### src/rtl/bqc_pkg.sv
// Shared types and constants of the biquad cascade filter.
`default_nettype none

package bqc_pkg;

	localparam int SIG_BITS     = 48;  // Q9.39 signal and state words
	localparam int SIG_FRAC     = 39;
	localparam int NCOEF        = 5;   // b0, b1, b2, a1, a2
	localparam int COUNT_BITS   = 4;   // section_count register
	localparam int SECSEL_BITS  = 3;   // coef_section field
	localparam int COEFSEL_BITS = 3;   // coef_select field

	typedef logic signed [SIG_BITS-1:0] sig_t;
	// Room for the sum of three signal words before saturation.
	typedef logic signed [SIG_BITS+1:0] acc_t;

	typedef enum logic [2:0] {
		OP_B0 = 3'd0,
		OP_B1 = 3'd1,
		OP_B2 = 3'd2,
		OP_A1 = 3'd3,
		OP_A2 = 3'd4
	} op_t;

	typedef enum logic [1:0] {
		ST_IDLE,
		ST_RUN,
		ST_DRAIN,
		ST_FIN
	} fsm_t;

	// Travels alongside a product through the multiplier pipeline.
	typedef struct packed {
		logic vld;
		op_t  op;
	} mac_tag_t;

endpackage

`default_nettype wire

### src/rtl/bqc_cmul.sv
// Coefficient times signal: split magnitude multiply, round half away from zero, saturate.
`default_nettype none

module bqc_cmul
	import bqc_pkg::*;
#(
	parameter int COEF_BITS = 32
) (
	input  wire                          clk,
	input  wire                          arst_n,
	input  wire mac_tag_t                tag_in,
	input  wire logic signed [COEF_BITS-1:0] coef,
	input  wire sig_t                    sig,
	output mac_tag_t                     tag_out,
	output sig_t                         prod
);

	localparam int HALF = SIG_BITS / 2;
	localparam int PW   = COEF_BITS + HALF;
	localparam int FW   = COEF_BITS + SIG_BITS;
	localparam int FRAC = COEF_BITS - 3;
	localparam int RW   = FW - FRAC;

	logic [COEF_BITS-1:0] cmag;
	logic [SIG_BITS-1:0]  xmag;
	logic                 neg;

	logic [PW-1:0]        plo_s2;
	logic [PW-1:0]        phi_s2;
	logic                 neg_s2;
	mac_tag_t             tag_s2;

	logic [FW-1:0]        full;
	logic [RW-1:0]        mrnd;
	logic [RW-1:0]        lim;
	logic [SIG_BITS-1:0]  mag;

	sig_t                 prod_s3;
	mac_tag_t             tag_s3;

	always_comb begin
		cmag = coef[COEF_BITS-1] ? $unsigned(-coef) : $unsigned(coef);
		xmag = sig[SIG_BITS-1] ? $unsigned(-sig) : $unsigned(sig);
		neg  = coef[COEF_BITS-1] ^ sig[SIG_BITS-1];
	end

	// Join the halves, round at the coefficient fraction, clip to the signal range.
	always_comb begin
		full = FW'(plo_s2) + (FW'(phi_s2) << HALF) + (FW'(1) << (FRAC - 1));
		mrnd = full[FW-1:FRAC];
		lim  = (RW'(1) << (SIG_BITS - 1)) - RW'(!neg_s2);
		mag  = (mrnd > lim) ? lim[SIG_BITS-1:0] : mrnd[SIG_BITS-1:0];
	end

	always_ff @(posedge clk or negedge arst_n) begin
		if (!arst_n) begin
			tag_s2 <= '0;
			tag_s3 <= '0;
		end else begin
			tag_s2 <= tag_in;
			tag_s3 <= tag_s2;
		end
	end

	always_ff @(posedge clk) begin
		plo_s2  <= PW'(cmag) * PW'(xmag[HALF-1:0]);
		phi_s2  <= PW'(cmag) * PW'(xmag[SIG_BITS-1:HALF]);
		neg_s2  <= neg;
		prod_s3 <= neg_s2 ? sig_t'(-mag) : sig_t'(mag);
	end

	assign tag_out = tag_s3;
	assign prod    = prod_s3;

endmodule

`default_nettype wire

### config.mk
export PLATFORM = sky130hd
export DESIGN_NAME = bqc_cmul
export DESIGN_NICKNAME = d
export VERILOG_FILES = /design/src/rtl/bqc_pkg.sv /design/src/rtl/bqc_cmul.sv
export SDC_FILE = /design/constraint.sdc
export NUM_CORES = 2
export LEC_CHECK = 0
export ABC_AREA = 1
export BUFFER_PORTS_ARGS = -buffer_cell sky130_fd_sc_hd__buf_2
export CAP_MARGIN = 20
export CORE_UTILIZATION = 25
export DETAILED_ROUTE_END_ITERATION = 8
export PLACE_DENSITY_LB_ADDON = 0.15
export SYNTH_ARGS = -nofsm -noshare
export SYNTH_HDL_FRONTEND = slang
export SYNTH_SLANG_ARGS = --single-unit
### constraint.sdc
create_clock -name clk -period 5 [get_ports clk]
set_input_delay 0.75 -clock clk [delete_from_list [all_inputs] [get_ports clk]]
set_output_delay 0.75 -clock clk [all_outputs]
set_load 0.02 [all_outputs]
After elaboration in Yosys (flattened, before gate mapping)
Cells that the tools add are included.
Word-level totals
  flip-flop bits (word level): 169
  output and inout bits: 52
Operators by class
  $add $sub $neg: 6
  multiply operators: 2
  reductions and logical operators: 1
  bitwise operators: 1
  multiplexer cells: 4
  magnitude comparators: 1
Operators by type and width (count)
  $mux 48: 3
  $mul 32x24->56: 2
  $neg 48->48: 2
  $add 56x80->80: 1
  $add 80x29->80 const B: 1
  $gt 51x51->1: 1
  $sub 48x1->49 const A: 1
  $mux 32: 1
  $neg 32->32: 1
  $logic_not 1->1: 1
  $xor 1x1->1: 1

Longest topological paths before layout
  word-level depth: 6
  mapped depth: 48
  gate-level depth less buffers: 48

Least setup slack after synthesis
OpenSTA, ideal clock, no wires.
  path kind: in2reg
  from: input port sig[0]
  to: register phi_s2[50]
  data required time: 4.877 ns
  path slack: -4.068 ns
  arrival time: 8.945 ns
  cell stages on the path: 38
  cell sequence: inv_2 > clkbuf_1 > ha_1 > inv_1 > nor3_1 > inv_1 > nor2_1 > nand3_1 > nor2_1 > nand3_1 > nor2_1 > inv_1 > o21ai_0 > xor2_1 > clkbuf_1 > nor2_1 > fa_1 > fa_1 > [2 not listed] > fa_1 > inv_1 > fa_1 > fa_1 > inv_1 > fa_1 > inv_1 > ha_1 > a21oi_1 > o21ai_0 > o21bai_1 > a21boi_0 > o21ai_0 > a21boi_0 > o21bai_1 > a21oi_1 > o21bai_1 > xor2_1
Between the ends
  longest elaborated chain between the ends: 3
Ends and longest elaborated chain
  from (decl): RTL line bqc_cmul.sv:13  | input wire sig_t sig,
  $neg 48->48: RTL line bqc_cmul.sv:43  | xmag = sig[SIG_BITS-1] ? $unsigned(-sig) : $unsigned(sig);
  $mux 48: RTL line bqc_cmul.sv:43
  $mul 32x24->56: RTL line bqc_cmul.sv:67  | phi_s2 <= PW'(cmag) * PW'(xmag[SIG_BITS-1:HALF]);
  to (signal assigned): RTL line bqc_cmul.sv:67
  to (decl): RTL line bqc_cmul.sv:29  | logic [PW-1:0] phi_s2;
No other way between the ends.

Worst setup path after layout
  from: input port sig[0]
  to: register phi_s2[52]
The elaborated chain is that of the path after synthesis.

==> run metrics <==
status=finished, violations left; failing checks=setup timing; Crit. End Element=register; final worst slack=-3.33 ns; reg2reg end=prod[26]; drt drc=0; GRT Total Usage=0.210; flops & latches, synth=145; Max stage delay cell, worst path=fa_2; Post-Syn Area per Cell=7.72 um2; Final Critical Period=8.33 ns; largest net degree at the start of global routing=between 50 and 60; max cap viols=0; GPL Wtd Cong=around 0.92; number of flops mapped to enable cells by yosys=0; # clock sinks=145; Tcrit/Tclk final=1.67; Worst Setup SP=sig[0]; Distinct cells, synth=53; commonest cells in the netlist=inv_1 (1,882), nand2_1 (1,641), fa_1 (1,315); global route total overflow=0; H-tree depth=4; Worst-Margin Slew=between 1 and 1.5 ns; routed len/inst=20.2 um; CTS root buffer=clkbuf_16; top-count cell post-synth=inv_1; fraction of the yosys area taken by sequential cells=0.0494; ant diodes=0; Hold WS=roughly 0.090 ns; Clock Tree Buf Depth=2; class of the tightest hold or removal check=primary input to async pin; # fillers=25,100; Final Skew=0.0173 ns; Max Fclk=120 MHz; post-synth top area share=0.442; reg2reg setup slack=-0.58 ns; post-route ant nets=0; syn_nets=9,596; vias in the first global route=58,700; CTS clk-pin slew, worst paths=0.07 ns; Place WS=-4.34 ns; DIE HEIGHT=490 um; initial antenna violation count=4; port bufs=137; Yosys top cell by area=fa_1; RSZ-0062 raised after global routing=true; layout cells sized above 1=0.284; post-cts hold buffer count=0; worst r2r src=plo_s2[42]; Clock Latency Late Sink=between 0.4 and 0.5 ns; Main synth FF type=dfxtp_1; Crit Path Category=primary input to register; r2r worst-path depth=40; Inserted Clock Buffers=17; die area=between 200,000 and 250,000 um2; Initial Utilization=0.252; global-route wire length before repair=377,000 um; Area contributors post-synth=fa_1 (44%), inv_1 (12%), nand2_1 (10%); Startpoint Class=primary input; Via-to-Cell Ratio=4.40; # rows=178; Crit Path Max Fanout=3; Final nets=11,100; core area=236,000 um2; CP Capture Point=phi_s2[52]; asr flop ratio synth=0.0552; Initial DRT Pass Iterations=6; Slew HR=0.296; Cells after Synth=7,722; CTS tree=built; Max stage delay on crit path=0.60 ns; HPWL Detailed=218,000 um; post-synthesis cell area=59,600 um2; DIE WIDTH=490 um; WP data required=5.39 ns; Ys Warns=0; count of pins over their slew limit=0; # IOs=138; Arrival @ worst endpoint=8.73 ns; routed vias=54,500; drt total wl=250,000 um; DR iter-0 viols=3,455; Syn-to-layout area delta=38.1%; final setup vio count=129; Final Hold Vio Count=0
==> through the flow <==
stage	instances	instance area, um2	TNS, ns	util
after floorplan	7722	61100	-204.20	-
after global placement	12200	77100	-345.21	0.326
after detailed placement	12200	77100	-346.41	0.326
after CTS	12300	80700	-250.02	0.342
after global routing	12400	82300	-299.43	0.348
final	12400	82300	-247.48	0.348
==> worst max-delay path: cells and delay by family <==
family | cells | cell delay (ns)
buffers and inverters | 13 | 1.20
AND/OR/NAND/NOR | 20 | 2.20
adder cells (fa/ha/maj) | 8 | 3.61
AO/OA/AOI/OAI | 6 | 0.92
==> repair_timing <==
action	in CTS	in global routing
endpoints found under the setup margin	130	130
hold endpoints to repair	0	0
buffers inserted	100	53
pin swaps	290	184
resized for setup	553	277
cloned	5	1
==> metal layers <==
layer,track usage,vias to the layer above,part of all wire
met5,0.00377,-,0.00049
met4,0.0525,2,0.028
met3,0.0257,193,0.057
met2,0.325,1470,0.43
met1,0.306,27300,0.48
li1,-,25500,-
==> state kept, by name, indices dropped and copies added (netlist names) <==
name,count
neg_s2,1
phi_s2,56
plo_s2,32
tag_s2,4
prod,48
tag_out,4
==> worst min path at each step <==
stage | start | end | slack, ns | depth (start not counted)
global placement | tag_s2[0] | tag_out[0] | 0.33 | 0
detailed placement | tag_s2[1] | tag_out[1] | 0.34 | 0
CTS | arst_n | tag_out[3] | 0.04 | 1
finish | arst_n | tag_out[3] | 0.09 | 1
floorplan | tag_s2[0] | tag_out[0] | 0.33 | 0
global route | arst_n | tag_out[3] | 0.07 | 1
==> area by class of cell <==
type | count | area, um2 | share of cell area
timing repair buffer | 1773 | 15300 | 0.185
clock buffer | 19 | 443 | 0.00538
inverter | 1911 | 7290 | 0.0886
sequential | 145 | 2960 | 0.0359
multi-input combinational | 5374 | 52200 | 0.635
clock inverter | 12 | 170 | 0.00207
tap | 3150 | 3940 | 0.0479
==> cell families after synthesis <==
logic type | synth area share
adders and majority gates | 0.541
and+or+nand+nor | 0.201
AOI/OAI and AO/OA | 0.0434
buffers and inverters | 0.140
muxes | 0.000168
DFF | 0.0494
xor gates and xnor gates | 0.0251
==> layout by cell type, fill, tap and decap left out, types with 75 or more instances in the layout <==
cell     synthesis  final
buf_2           19    132
o21ai_0        125     75
nor2_1         905    808
nand2_1       1641   1528
buf_6            2     96
dfxtp_1        137    128
nand2_2         13     94
inv_1         1882   1773
fa_1          1315   1248
xor2_1         125     87
a21oi_1        198    124
inv_2           12    102
nand3_1        186    173
buf_4            4   1390
ha_1           473    404
buf_12           1    135
Power is not shown: default switching activity piles up to over one toggle a cycle in this logic, so the estimate is an artifact.
